--- src/design/qwm_pkg.sv ---
// shared types, constants and helpers for the quadrotor motor mixer
package qwm_pkg;

	localparam int NUM_MOTORS = 4;
	localparam int GAIN_W = 32;
	localparam int WRENCH_W = 32;
	localparam int PROD_W = 64;
	localparam int SUM_W = 66;
	localparam int SPEED_W = 16;
	localparam int SQ_W = 32;
	localparam int CMD_W = 15;
	localparam int SCALE_FRAC = 16;
	localparam int SQRT_STAGES = 8;
	localparam logic [CMD_W-1:0] CMD_MAX = 15'h7FFF;

	// bit m set: that term enters motor m negated
	localparam logic [NUM_MOTORS-1:0] ROLL_NEG = 4'b0110;
	localparam logic [NUM_MOTORS-1:0] PITCH_NEG = 4'b0011;
	localparam logic [NUM_MOTORS-1:0] YAW_NEG = 4'b0101;

	typedef enum logic [2:0] {
		REG_THRUST_GAIN = 3'd0,
		REG_ROLL_PITCH_GAIN = 3'd1,
		REG_YAW_GAIN = 3'd2,
		REG_MIN_SPEED = 3'd3,
		REG_MAX_SPEED = 3'd4,
		REG_COMMAND_SCALE = 3'd5
	} reg_idx_t;

	typedef struct packed {
		logic [SPEED_W-1:0] root;
		logic [SQ_W-1:0] root_sq;
	} sqrt_t;

	// one digit of the square root; root_sq tracks root squared
	function automatic sqrt_t sqrt_step(input logic [SQ_W-1:0] v, input sqrt_t cur,
			input int k);
		logic [SQ_W+1:0] trial;
		sqrt_t nxt;
		trial = (SQ_W+2)'(cur.root_sq) + ((SQ_W+2)'(cur.root) << (k + 1))
			+ ((SQ_W+2)'(1) << (2 * k));
		nxt = cur;
		if (trial <= (SQ_W+2)'(v)) begin
			nxt.root = cur.root | (SPEED_W'(1) << k);
			nxt.root_sq = trial[SQ_W-1:0];
		end
		return nxt;
	endfunction

	typedef struct packed {
		logic en;
	} pipe_ctl_t;

endpackage

--- src/design/qwm_sqrt.sv ---
// pipelined floor square root, two digits per stage, four lanes
module qwm_sqrt (
	input logic clk,
	input logic arst_n,
	input qwm_pkg::pipe_ctl_t ctl,
	input logic in_valid,
	input logic [qwm_pkg::SQ_W-1:0] sq [qwm_pkg::NUM_MOTORS],
	output logic out_valid,
	output logic [qwm_pkg::SPEED_W-1:0] speed [qwm_pkg::NUM_MOTORS]
);
	localparam int NS = qwm_pkg::SQRT_STAGES;
	localparam int NM = qwm_pkg::NUM_MOTORS;

	logic [NS-1:0] valid_q;
	logic [qwm_pkg::SQ_W-1:0] v_s [NS][NM];
	qwm_pkg::sqrt_t r_s [NS][NM];

	always_ff @(posedge clk or negedge arst_n) begin
		if (!arst_n) begin
			valid_q <= '0;
		end else if (ctl.en) begin
			valid_q <= {valid_q[NS-2:0], in_valid};
		end
	end

	for (genvar g = 0; g < NS; g++) begin : g_stage
		for (genvar m = 0; m < NM; m++) begin : g_lane
			logic [qwm_pkg::SQ_W-1:0] v_in;
			qwm_pkg::sqrt_t r_in, r_mid, r_out;
			if (g == 0) begin : g_first
				assign v_in = sq[m];
				assign r_in = '0;
			end else begin : g_next
				assign v_in = v_s[g-1][m];
				assign r_in = r_s[g-1][m];
			end
			assign r_mid = qwm_pkg::sqrt_step(v_in, r_in, 15 - 2 * g);
			assign r_out = qwm_pkg::sqrt_step(v_in, r_mid, 14 - 2 * g);
			always_ff @(posedge clk) begin
				if (ctl.en) begin
					v_s[g][m] <= v_in;
					r_s[g][m] <= r_out;
				end
			end
		end
	end

	for (genvar m = 0; m < NM; m++) begin : g_out
		assign speed[m] = r_s[NS-1][m].root;
	end
	assign out_valid = valid_q[NS-1];
endmodule

--- config.mk ---
export PLATFORM = sky130hd
export DESIGN_NAME = qwm_sqrt
export DESIGN_NICKNAME = d
export VERILOG_FILES = /design/src/design/qwm_pkg.sv /design/src/design/qwm_sqrt.sv
export SDC_FILE = /design/constraint.sdc
export NUM_CORES = 2
export LEC_CHECK = 0
export ABC_AREA = 1
export ABC_CLOCK_PERIOD_IN_PS = 9750
export BUFFER_PORTS_ARGS = -buffer_cell sky130_fd_sc_hd__buf_2
export CORE_ASPECT_RATIO = 0.9
export CORE_MARGIN = 4
export CORE_UTILIZATION = 40
export CTS_CLUSTER_SIZE = 10
export DETAILED_ROUTE_END_ITERATION = 6
export PLACE_DENSITY_LB_ADDON = 0.12
export SYNTH_ARGS = -nofsm -noshare
export SYNTH_HDL_FRONTEND = slang
export SYNTH_SLANG_ARGS = --single-unit
--- constraint.sdc ---
create_clock -name clk -period 9.75 [get_ports clk]
set_clock_uncertainty 0.05 [all_clocks]
set_input_delay 1.4625 -clock clk [delete_from_list [all_inputs] [get_ports clk]]
set_output_delay 1.4625 -clock clk [all_outputs]
set_load 0.01 [all_outputs]
Word level (Yosys, flattened, before mapping)
Memories as Yosys holds them, arrays and structs flattened.
Index checks and enable logic that the tools add are counted.
Cells by class
  muxes and demuxes: 66
  multipliers: 0
  bitwise gates (word level): 0
  div/mod/pow operators: 0
  equality and inequality tests: 0
  reduce and logical (&&, ||, !) cells: 0
  order comparisons: 64
  shift operators: 0
  $add $sub $neg: 120
Operator list (number)
  34-bit by 32-bit <= comparator with 1-bit output: 60
  48-bit 2-to-1 mux: 4
  47-bit 2-to-1 mux: 4
  46-bit 2-to-1 mux: 4
  45-bit 2-to-1 mux: 4
  44-bit 2-to-1 mux: 4
  43-bit 2-to-1 mux: 4
  42-bit 2-to-1 mux: 4
  41-bit 2-to-1 mux: 4
  40-bit 2-to-1 mux: 4
  39-bit 2-to-1 mux: 4
  38-bit 2-to-1 mux: 4
  37-bit 2-to-1 mux: 4
  36-bit 2-to-1 mux: 4
  35-bit 2-to-1 mux: 4
  33-bit by 1-bit adder with 34-bit output, second input constant: 4
  33-bit by 11-bit adder with 34-bit output, second input constant: 4
  33-bit by 13-bit adder with 34-bit output, second input constant: 4
  33-bit by 15-bit adder with 34-bit output, second input constant: 4
  33-bit by 17-bit adder with 34-bit output, second input constant: 4
  33-bit by 19-bit adder with 34-bit output, second input constant: 4
  33-bit by 21-bit adder with 34-bit output, second input constant: 4
  33-bit by 23-bit adder with 34-bit output, second input constant: 4
  33-bit by 25-bit adder with 34-bit output, second input constant: 4
  25 further kinds: 98
Storage, ports and cells
  input bits: 132
  memories: 2
  latch bits: 0
  output and inout bits: 65
  register bits: 8
  logic and storage cells: 253
  bits in writable memories: 2560
  bits in read-only memories: 0
Memory list
  r_s: depth 8, bits a word 192, read ports 8, clocked after memory_dff 0, write ports 8, line qwm_sqrt.sv:16  | qwm_pkg::sqrt_t r_s [NS][NM];
  v_s: depth 8, bits a word 128, read ports 7, clocked after memory_dff 0, write ports 8, line qwm_sqrt.sv:15  | logic [qwm_pkg::SQ_W-1:0] v_s [NS][NM];

Logic depth before layout (Yosys ltp)
An unclocked memory read counts as a cell.
  depth after elaboration: 9
  mapped depth: 63
  gate-level depth less buffers: 60

Least setup slack after synthesis
No wires, ideal clock.
  path type: reg-to-reg
  start point: memory r_s[1][182] (netlist name)
  end point: memory r_s[1][356] (netlist name), data pin
  buffers on the path: 3
  period minus slack after synthesis: 7.311 ns
  setup time: 0.252 ns
  setup slack: 2.439 ns
  arrival: 7.008 ns
  data required time: 9.448 ns
  cell stages (with the launch flop): 51
  cells stage by stage: edfxtp_1 ha_1 ha_1 nand3_1 nand2_1 a21oi_1 o21ai_0 a21oi_1 o21ai_0 nand2_1 inv_1 ha_1 nand2_1 nor2_1 inv_1 nor3_1 o21ai_0 nand2_1 (+15 left out) nand3_1 nor2_2 xor2_1 inv_1 ha_1 nand2_1 inv_1 nand4_1 nor3b_1 nand2_1 a21oi_1 o21ai_0 a32o_1 nand2_4 inv_2 buf_6 nand2_1 nand2_1
RTL lines (line)
  start, declared: qwm_sqrt.sv:16

==> results.txt <==
Outcome - finished clean
Worst Path Required - 10.28 ns
Slew margin rel. - 0.202
Vias/cell - 5.02
Clock-pin slew on the worst setup and hold paths - 0.05 ns
Post-route cell area - 0.127 mm2
Total CTS buffers - 200
TritonCTS clock tree - yes
Tcrit/Tclk final - 0.906
Detailed Route Iter0 Violations - 7015
Area share of the largest cell type after synthesis - 0.414
CTS Hold Bufs - 0
Min Tclk post-route - 8.83 ns
Fmax - 113 MHz
Synth Area in Simple Gates - 0.238
Main area contributors after synthesis - edfxtp_1 41%, ha_1 15%, nand2_1 13%, inv_1 6.0%, xor2_1 4.1%
Clock root buffer - clkbuf_16
Post-DP HPWL - 266000 um
Dpl cells - 17900
Critical path buffers and inverters - 4
Initial Util - 0.403
Worst Tran Pin Value - 1.19 ns
Largest stage delay on the critical path - 0.52 ns
Adder-Cell Fraction of Synth Area - 0.148
Crit-path max FO - 23
Setup_tns - 0 ns
Die Ht - 520 um
First-pass GRT wire length - 497000 um
Port bufs - 196
Max cap viols - 0
Hold WC Path Type - primary input to asynchronous set/reset pin
Routability congestion estimate - 0.922
Cells after Synth - 13900
CP arrival - 9.36 ns
Seq/Total Area, Yosys - 0.416
Row Count - 187
Slowest cell on the critical path - nand2_2
Post-synth EDFFs - 1604
Placeable Area - 0.289 mm2
Clk_lat worst skew - 0.91 ns
Vias - 91200
Initial antenna violation count - 18
Endpoint class of the critical path - register
Most frequent CP cell - nand2_1
Layout area overhead - 9.55%
Total die area - 0.299 mm2
H-tree depth - 4
Fin. Hold Viols - 0
Final setup viols - 0
Nets - 15700
Final WL - 321000 um
Yosys top cell by area - edfxtp_1
Setup CP Type - register to register
Layout cells sized above 1 - 0.0466
Die W - 576 um
Tot GR Track Use - 0.210
IO Count - 197
Routed Antenna Nets - 0
Post-synthesis net count - 15400
Max clock buf depth - 4
Mux cell area share after synthesis - 0.000280
Flops & latches, synth - 1612
Top FF cell, synth - edfxtp_1
DR pass1 iterations - 6
DRC violations left - 0
Vias in the first global route - 86100
Compound-cell area share of the yosys netlist - 0.0804
Non-Filler Instances - 18200
Mean Syn Cell Area - 8.37 um2
Top cells by count, synth - 4024 x nand2_1, 1852 x inv_1, 1604 x edfxtp_1, 1380 x ha_1, 1072 x nor2_1
Synth warnings - 0
Post-DP Area - 0.122 mm2
GRT overflow - 0
Largest net degree at the start of global routing - 196
Async SR Flop Fraction - 0.00496
Top delay family on crit path - simple AND/OR/NAND/NOR gates
Max-slew violations - 0
RSZ-0062 raised after global routing - false
WL per Instance - 17.7 um
Element type at the critical path start - register
Area of the mapped netlist - 0.116 mm2
Post-synth cell types - 78
Largest family of logic cells by synthesized area - simple AND/OR/NAND/NOR gates
Synth Area in XOR/XNOR - 0.0489
Clock tree sinks - 1612
Count leader, synth - nand2_1
-- area by class of cell --
cell class / instances / area [um2]
fillers: 28700 / 162000
multi-input cells: 10300 / 60000
flip-flops and latches: 1612 / 48400
inverters: 1884 / 7080
clock buffers: 240 / 5240
well taps: 3874 / 4850
repair buffers: 227 / 1340
clock inverters: 56 / 551
diodes: 7 / 17.5
-- placed cells by master, fill, tap and decap left out, types with 42 or more instances in the layout --
cell       netlist  final
nand4_1        263    263
nor4_1         154    154
xor2_1         542    542
nor3_1         160    160
edfxtp_1      1604   1604
inv_1         1852   1852
nand2_1       4024   4024
nor2_1        1072   1072
nand2_2         43     42
o21ai_1         69     69
xnor2_1        107    107
ha_1          1380   1380
buf_2           43    195
o21ai_0        513    513
o21bai_1        44     44
nand3b_1        45     45
a31oi_1         62     62
a21oi_1        708    708
a21o_1          57     57
nand3_1        620    620
clkbuf_16        0    204
-- metal layers --
metal | wire length (um) | vias up | GRT usage
met1 | 166000 | 41400 | 0.326
met4 | 7230 | 8 | 0.0488
met3 | 18300 | 361 | 0.0298
li1 | - | 47500 | -
met2 | 129000 | 2015 | 0.304
met5 | 58 | - | 0
-- repair_timing --
action                                  CTS  global route
setup buffers                             0             0
resized for setup                         0             1
endpoints found under the setup margin    0            18
hold endpoints to repair                  0             0
-- final timing paths --
check / cells past startpoint / from / to / slack (ns)
max in group asynchronous: 1 / arst_n / valid_q[3] / 9.15
min in group clk: 0 / v_s[0][191] / v_s[1][63] / 0.38
max: 43 / r_s[0][620] / r_s[1][30] / 0.92
min reg2reg: 0 / v_s[0][191] / v_s[1][63] / 0.38
max reg2reg: 43 / r_s[0][620] / r_s[1][30] / 0.92
min: 1 / arst_n / valid_q[0] / 0.34
-- stage by stage --
step | setup slack (ns) | hold WS (ns) | util
4_1_cts | 0.917 | 0.263 | 0.441
3_3_place_gp | 0.901 | 0.376 | 0.421
6_report | 0.919 | 0.335 | 0.441
2_1_floorplan | 2.44 | 0.367 | -
3_5_place_dp | 0.977 | 0.380 | 0.421
5_1_grt | 0.0592 | 0.312 | 0.441
-- kinds of logic (layout without fill, tap and decap cells) --
group | Yosys count | after routing
and+or+nand+nor | 6561 | 6561
buffers and inverters | 2020 | 2407
AOI/OAI and AO/OA | 1667 | 1667
DFF | 1612 | 1612
adders and majority gates | 1380 | 1380
xor gates and xnor gates | 649 | 649
muxes | 3 | 3
other | 0 | 7
-- registers in the layout, summed over array words and instances, names as in the netlist --
name     cells
r_s        708
v_s        896
valid_q      8
Power is not shown: default switching activity piles up to over one toggle a cycle in this logic, so the estimate is an artifact.
