`config.mk`:
```
export PLATFORM = sky130hd
export DESIGN_NAME = qwm_scale
export DESIGN_NICKNAME = d
export VERILOG_FILES = /design/src/design/qwm_pkg.sv /design/src/design/qwm_scale.sv
export SDC_FILE = /design/constraint.sdc
export NUM_CORES = 2
export LEC_CHECK = 0
export BUFFER_PORTS_ARGS = -buffer_cell sky130_fd_sc_hd__buf_2
export CAP_MARGIN = 20
export CORE_MARGIN = 8
export CORE_UTILIZATION = 55
export CTS_BUF_LIST = sky130_fd_sc_hd__clkbuf_4
export DETAILED_ROUTE_END_ITERATION = 12
export PLACE_DENSITY_LB_ADDON = 0.05
export SYNTH_ARGS = -nofsm -noshare
export SYNTH_HDL_FRONTEND = slang
export SYNTH_SLANG_ARGS = --single-unit
```
`constraint.sdc`:
```
create_clock -name clk -period 1.9 [get_ports clk]
set_clock_uncertainty 0.1 [all_clocks]
set_input_delay 0.095 -clock clk [delete_from_list [all_inputs] [get_ports clk]]
set_output_delay 0.095 -clock clk [all_outputs]
set_load 0.02 [all_outputs]
```
`src/design/qwm_pkg.sv`:
```
// shared types, constants and helpers for the quadrotor motor mixer
package qwm_pkg;

	localparam int NUM_MOTORS = 4;
	localparam int GAIN_W = 32;
	localparam int WRENCH_W = 32;
	localparam int PROD_W = 64;
	localparam int SUM_W = 66;
	localparam int SPEED_W = 16;
	localparam int SQ_W = 32;
	localparam int CMD_W = 15;
	localparam int SCALE_FRAC = 16;
	localparam int SQRT_STAGES = 8;
	localparam logic [CMD_W-1:0] CMD_MAX = 15'h7FFF;

	// bit m set: that term enters motor m negated
	localparam logic [NUM_MOTORS-1:0] ROLL_NEG = 4'b0110;
	localparam logic [NUM_MOTORS-1:0] PITCH_NEG = 4'b0011;
	localparam logic [NUM_MOTORS-1:0] YAW_NEG = 4'b0101;

	typedef enum logic [2:0] {
		REG_THRUST_GAIN = 3'd0,
		REG_ROLL_PITCH_GAIN = 3'd1,
		REG_YAW_GAIN = 3'd2,
		REG_MIN_SPEED = 3'd3,
		REG_MAX_SPEED = 3'd4,
		REG_COMMAND_SCALE = 3'd5
	} reg_idx_t;

	typedef struct packed {
		logic [SPEED_W-1:0] root;
		logic [SQ_W-1:0] root_sq;
	} sqrt_t;

	// one digit of the square root; root_sq tracks root squared
	function automatic sqrt_t sqrt_step(input logic [SQ_W-1:0] v, input sqrt_t cur,
			input int k);
		logic [SQ_W+1:0] trial;
		sqrt_t nxt;
		trial = (SQ_W+2)'(cur.root_sq) + ((SQ_W+2)'(cur.root) << (k + 1))
			+ ((SQ_W+2)'(1) << (2 * k));
		nxt = cur;
		if (trial <= (SQ_W+2)'(v)) begin
			nxt.root = cur.root | (SPEED_W'(1) << k);
			nxt.root_sq = trial[SQ_W-1:0];
		end
		return nxt;
	endfunction

	typedef struct packed {
		logic en;
	} pipe_ctl_t;

endpackage

```
`src/design/qwm_scale.sv`:
```
// command scaling with saturation, last stage is the output register
module qwm_scale (
	input logic clk,
	input logic arst_n,
	input qwm_pkg::pipe_ctl_t ctl,
	input logic in_valid,
	input logic [qwm_pkg::SPEED_W-1:0] speed [qwm_pkg::NUM_MOTORS],
	input logic [qwm_pkg::GAIN_W-1:0] command_scale,
	output logic out_valid,
	output logic [qwm_pkg::CMD_W-1:0] cmd [qwm_pkg::NUM_MOTORS]
);
	localparam int PW = qwm_pkg::GAIN_W + qwm_pkg::SPEED_W;
	localparam int NM = qwm_pkg::NUM_MOTORS;

	logic [2:1] valid_q;
	logic [PW-1:0] prod_s1 [NM];
	logic [qwm_pkg::CMD_W-1:0] cmd_s2 [NM];

	always_ff @(posedge clk or negedge arst_n) begin
		if (!arst_n) begin
			valid_q <= '0;
		end else if (ctl.en) begin
			valid_q <= {valid_q[1], in_valid};
		end
	end

	for (genvar m = 0; m < NM; m++) begin : g_lane
		logic [PW-qwm_pkg::SCALE_FRAC-1:0] whole;
		assign whole = prod_s1[m][PW-1:qwm_pkg::SCALE_FRAC];
		always_ff @(posedge clk) begin
			if (ctl.en) begin
				prod_s1[m] <= PW'(command_scale) * PW'(speed[m]);
				cmd_s2[m] <= (whole > (PW-qwm_pkg::SCALE_FRAC)'(qwm_pkg::CMD_MAX))
					? qwm_pkg::CMD_MAX : whole[qwm_pkg::CMD_W-1:0];
			end
		end
	end

	assign out_valid = valid_q[2];
	assign cmd = cmd_s2;
endmodule

```
* After elaboration in Yosys (flattened, before gate mapping)
Memory sizes are Yosys's and may differ from the RTL's.
Cells that the tools add are included.
W data, S select, Z words.
** Storage, ports and cells
- Flip-flop bits (word level) :: 62
- Memory bits (writable) :: 192
- Memories kept :: 1
- Output and inout bits :: 61
** Cells by class
- Muxes and demuxes :: 2
- Magnitude comparators :: 4
- Multiply operators :: 4
** Memory list
- prod_s1 :: words 4, bits a word 48, rd ports 4, clocked after Yosys merged registers in 0, wr ports 4, line qwm_scale.sv:16 : logic [PW-1:0] prod_s1 [NM];
** Operators by type and width (count)
- $mul A32 B16 Y48 :: 4
- $gt A32 B15 Y1 const B :: 4
- $mux W1 :: 2

* Depth between registers and ports, before layout
- Depth in word-level cells :: 2
- Depth in mapped cells :: 27

* Worst setup path before layout
No wires, ideal clock.
- Path type :: in2reg
- From :: input port command_scale[17] (netlist bit)
- To :: memory prod_s1[2][44] (netlist bit) (data pin)
- Data required time :: 1.531 ns
- Data arrival time :: 6.178 ns
- Setup slack :: -4.647 ns
- Cell stages on the path :: 24
- Setup time :: 0.269 ns
- Path through :: clkbuf_1 > clkbuf_1 > nand2_1 > fa_1 > fa_1 > fa_1 > inv_1 > fa_1 > fa_1 > inv_1 > fa_1 > inv_1 > ha_1 > and3_1 > a221o_1 > a31oi_1 > o21ai_0 > a31o_1 > a211o_1 > a41oi_2 > o31a_2 > o21a_1 > o31ai_1 > xor2_1
** RTL lines
- start: declaration :: line qwm_scale.sv:8 : input logic [qwm_pkg::GAIN_W-1:0] command_scale,
- end: declaration :: line qwm_scale.sv:16

==> flow_results.org <==
** Status
- Result of the run :: complete, but fails checks
- The final reports fail on setup timing.

** Global route
- Largest net degree at the start of global routing :: 50
- The number of global-route vias before repair is slightly below 60000.
- The total overflow left after global routing is 0.
- Global routing used 29.5% of the available tracks across all layers.
- The initial antenna violation count is 10.
- Global-route wire length before repair :: roughly 320 mm

** Floorplanning
- Core Rows :: 129
- The core region is around 0.12 mm^2.
- For this design the top-level I/O count stands at between 150 and 200.
- The floorplan step set the die width to ~370 um.
- Die height :: 369 um
- Overall die area :: 0.136 mm^2
- Initial Util :: between 50% and 60%

** Critical path
- Among all stages on the critical path, the largest delay is contributed by sky130_fd_sc_hd__fa_2.
- Kind of cell with the highest combined delay on the critical path :: adder cells
- The startpoint identified for the worst register-to-register timing path is prod_s1[3][46].
- In this design, the stage delay of the slowest critical-path cell is 0.59 ns.
- STA classifies the critical path endpoint as a register.
- Top fanout value on the critical path :: 6
- Most Frequent Cell on Critical Path :: sky130_fd_sc_hd__fa_1
- At the worst endpoint, the required time is 2.39 ns.
- Worst Path Arrival :: 6.27 ns
- The worst setup path is launched from an input pin.
- Startpoint-to-endpoint class of the critical path :: in -> reg
- The critical path starts at command_scale[14].
- CP Cell Sequence :: buf_8 > buf_12 > buf_12 > and2_4 > fa_1 > inv_1 > fa_1 > fa_1 > inv_2 > fa_2 > fa_1 > fa_1 > ha_4 > a21o_1 > a221o_1 > a31oi_1 > o21ai_1 > a31o_1 > a211o_1 > a41oi_2 > o31a_2 > o21a_1 > o31ai_2 > xor2_1
- Counting both buffers and inverters, the worst setup path holds a total of 5.

** Yosys
- Fraction of the mapped netlist area in simple logic gates :: 16.8%
- Synth Instances :: 7441
- Synthesized-area fraction occupied by xor and xnor cells :: 1.73%
- The cell area that synthesis handed to floorplanning was between 0.06 and 0.07 mm^2.
- By count the netlist is led by sky130_fd_sc_hd__inv_1, sky130_fd_sc_hd__fa_1, sky130_fd_sc_hd__nand2_1, sky130_fd_sc_hd__and2_1, sky130_fd_sc_hd__ha_1.
- Number of nets produced by synthesis :: a little under 10000
- Mux share of post-synthesis cell area :: 0.0328%
- Yosys mapped a number of flops with a built-in enable equal to 188.
- Post-synthesis async set-or-reset flop share :: under 10%
- The most used flip-flop cell after synthesis is sky130_fd_sc_hd__edfxtp_1.
- Synthesized-area fraction occupied by adder cells :: a little under three fifths
- A synthesized cell averages 9.23 um^2.
- Combinational family with the most area after synthesis :: adder cells
- Sequential elements use 8.29% of the synthesized area.
- Number of distinct library cell variants in the gate-level netlist after synthesis :: just under 80
- The synthesized netlist devotes 4.08% of its cell area to compound gates.
- Counting flops and latches in the post-synthesis netlist gives 190.
- Of all cell types, the one taking the most synthesized area is sky130_fd_sc_hd__fa_1.
- Area share of the largest cell type after synthesis :: 48.6%
- Dominant cells by area after synthesis :: sky130_fd_sc_hd__fa_1, sky130_fd_sc_hd__inv_1, sky130_fd_sc_hd__ha_1
- Yosys warnings :: 0
- Most used standard cell by instance count after synthesis :: sky130_fd_sc_hd__inv_1

** STA
- The hold violation total from the final report was 0.
- Setup violations remaining at the end of the flow were counted as ~130.
- Actual slew at the worst max-slew pin :: ~0.74 ns
- Peak clock frequency supported by timing :: between 150 and 200 MHz
- RSZ-0062 raised after global routing :: true
- The worst path uses 304% of the clock period.
- The count of pins over their slew limit came to 0.
- Minimum period implied by the final worst setup slack :: slightly below 6 ns
- Headroom to the max-slew limit came out at between 50% and 60%.
- Once routing completed, OpenROAD measured the worst setup slack at -3.87 ns.

** Clocking
- H-tree levels :: 4
- TritonCTS built the clock tree.
- Count of clock tree sinks :: 190
- The number of clock buffers added by TritonCTS is 17.
- The longest clock path from root to sink contains 2 buffers.
- The cell sitting at the root of the clock tree is a sky130_fd_sc_hd__clkbuf_4.
- Clock-pin transition on the worst setup and hold timing paths :: between 0.15 and 0.2 ns
- Clk_lat worst skew :: around 0.84 ns

** Min path
- The startpoint identified for the worst hold timing path is ctl.
- Hold/Removal Path Class :: in -> reg

** Finish
- Final net count :: 10500
- Cell area after layout :: roughly 0.083 mm^2
- Fraction of final layout cells with drive strength greater than 1 :: between 20% and 30%
- Synthesis-to-layout area growth :: 21.1%
- Utilization after layout :: approximately 67%

** Placement
- Area after detailed placement :: 0.0789 mm^2
- The congestion estimate from routability-driven global placement came to ~0.91.
- I/O Buffers :: 160
- Once detailed placement completed, the half-perimeter wirelength came to about 160 mm.

** Job
- Across the run, the number of max-cap violations was 0.

** Drt
- Post-detailed-route via-to-cell ratio :: 5.31
- After the first detailed-routing iteration, the DRC count stood at between 2000 and 3000.
- The routed layout has between 50000 and 60000 vias.
- Number of nets with antenna violations after detailed routing :: 0
- After detailed routing, the average wire length per cell comes to 19.9 um.
- DR DRC count :: 0
- Final wirelength :: 197 mm
- The first TritonRoute pass finished after 6 iterations.
path summary, 6_finish.rpt:
kind                                  end  slack, ns  depth (start not counted)
min                               cmd[33]       0.19                          3
max in group asynchronous      valid_q[1]       1.05                          4
max reg2reg                       cmd[14]       0.06                          6
max                        prod_s1[2][44]      -3.87                         24
min reg2reg                       cmd[26]       0.39                          1
min in group asynchronous      valid_q[2]       0.54                          4
cells in the final DEF (no fill, tap or decap), types with 63 or more instances in the layout:
cell type                  instances
sky130_fd_sc_hd__buf_6            98
sky130_fd_sc_hd__edfxtp_1        188
sky130_fd_sc_hd__fa_2            103
sky130_fd_sc_hd__buf_12           91
sky130_fd_sc_hd__and2_4           72
sky130_fd_sc_hd__fa_1           1565
sky130_fd_sc_hd__nand2_1        1247
sky130_fd_sc_hd__inv_2            81
sky130_fd_sc_hd__inv_1          1661
sky130_fd_sc_hd__ha_1            403
sky130_fd_sc_hd__a21o_1          100
sky130_fd_sc_hd__ha_4             63
sky130_fd_sc_hd__nand2b_1         68
sky130_fd_sc_hd__buf_2           108
sky130_fd_sc_hd__buf_4           892
sky130_fd_sc_hd__a21oi_1          82
sky130_fd_sc_hd__and2_1          781
metrics by stage:
step	setup slack, ns	std cells	hold slack (ns)	TNS (ns)
floorplan	-4.31	7441	-0.301	-464.31
global placement	-4.86	9728	-0.221	-555.54
detailed placement	-4.95	9728	-0.218	-559.47
CTS	-3.74	9888	0.0812	-415.83
global route	-3.96	9936	0.122	-442.35
finish	-3.87	9936	0.190	-430.87
worst min-delay path, stage by stage:
cell,delay (ns)
sky130_fd_sc_hd__dlygate4sd3_1,0.56
sky130_fd_sc_hd__buf_8,0.15
sky130_fd_sc_hd__buf_4,0.18
repair_timing:
item / CTS / global route
endpoints found under the setup margin: 128 / 158
resized for setup: 336 / 329
pin swaps: 198 / 264
hold buffers: 9 / 0
setup buffers: 114 / 46
hold endpoints to repair: 192 / 0
gates cloned: 9 / 9
metal layers:
layer | part of all wire (%) | GRT usage (%)
met1 | 38 | 36.3
met2 | 51 | 52.3
met3 | 6.0 | 4.31
met4 | 4.2 | 11.5
met5 | 0 | 0
area by class of cell:
| class | instances | area (um^2) |
|---|---|---|
| Timing Repair Buffer | 1249 | 11200 |
| Antenna cell | 12 | 30.0 |
| Multi-Input combinational cell | 5075 | 57400 |
| Tap cell | 1637 | 2050 |
| Fill cell | 10100 | 40600 |
| Clock buffer | 17 | 128 |
| Inverter | 1742 | 6540 |
| Sequential cell | 190 | 5700 |
| Clock inverter | 14 | 120 |
cells by family (layout without fill, tap and decap cells):
| kind of cell | after synthesis | in the layout |
|---|---|---|
| XOR/XNOR | 136 | 136 |
| multiplexers | 2 | 2 |
| other | 0 | 12 |
| AO/OA/AOI/OAI | 428 | 428 |
| adder cells (fa/ha/maj) | 2136 | 2136 |
| AND/OR/NAND/NOR | 2373 | 2373 |
| flip-flops | 190 | 190 |
| buffers and inverters | 2176 | 3022 |
registers in the layout, indices dropped and copies added, names as in the netlist:
| signal | flops |
|---|---|
| prod_s1 | 128 |
| valid_q | 2 |
| cmd | 60 |
Power is left out: the tool's default activity adds up to more than one toggle a clock period on the data nets, which glitch-free logic cannot reach.
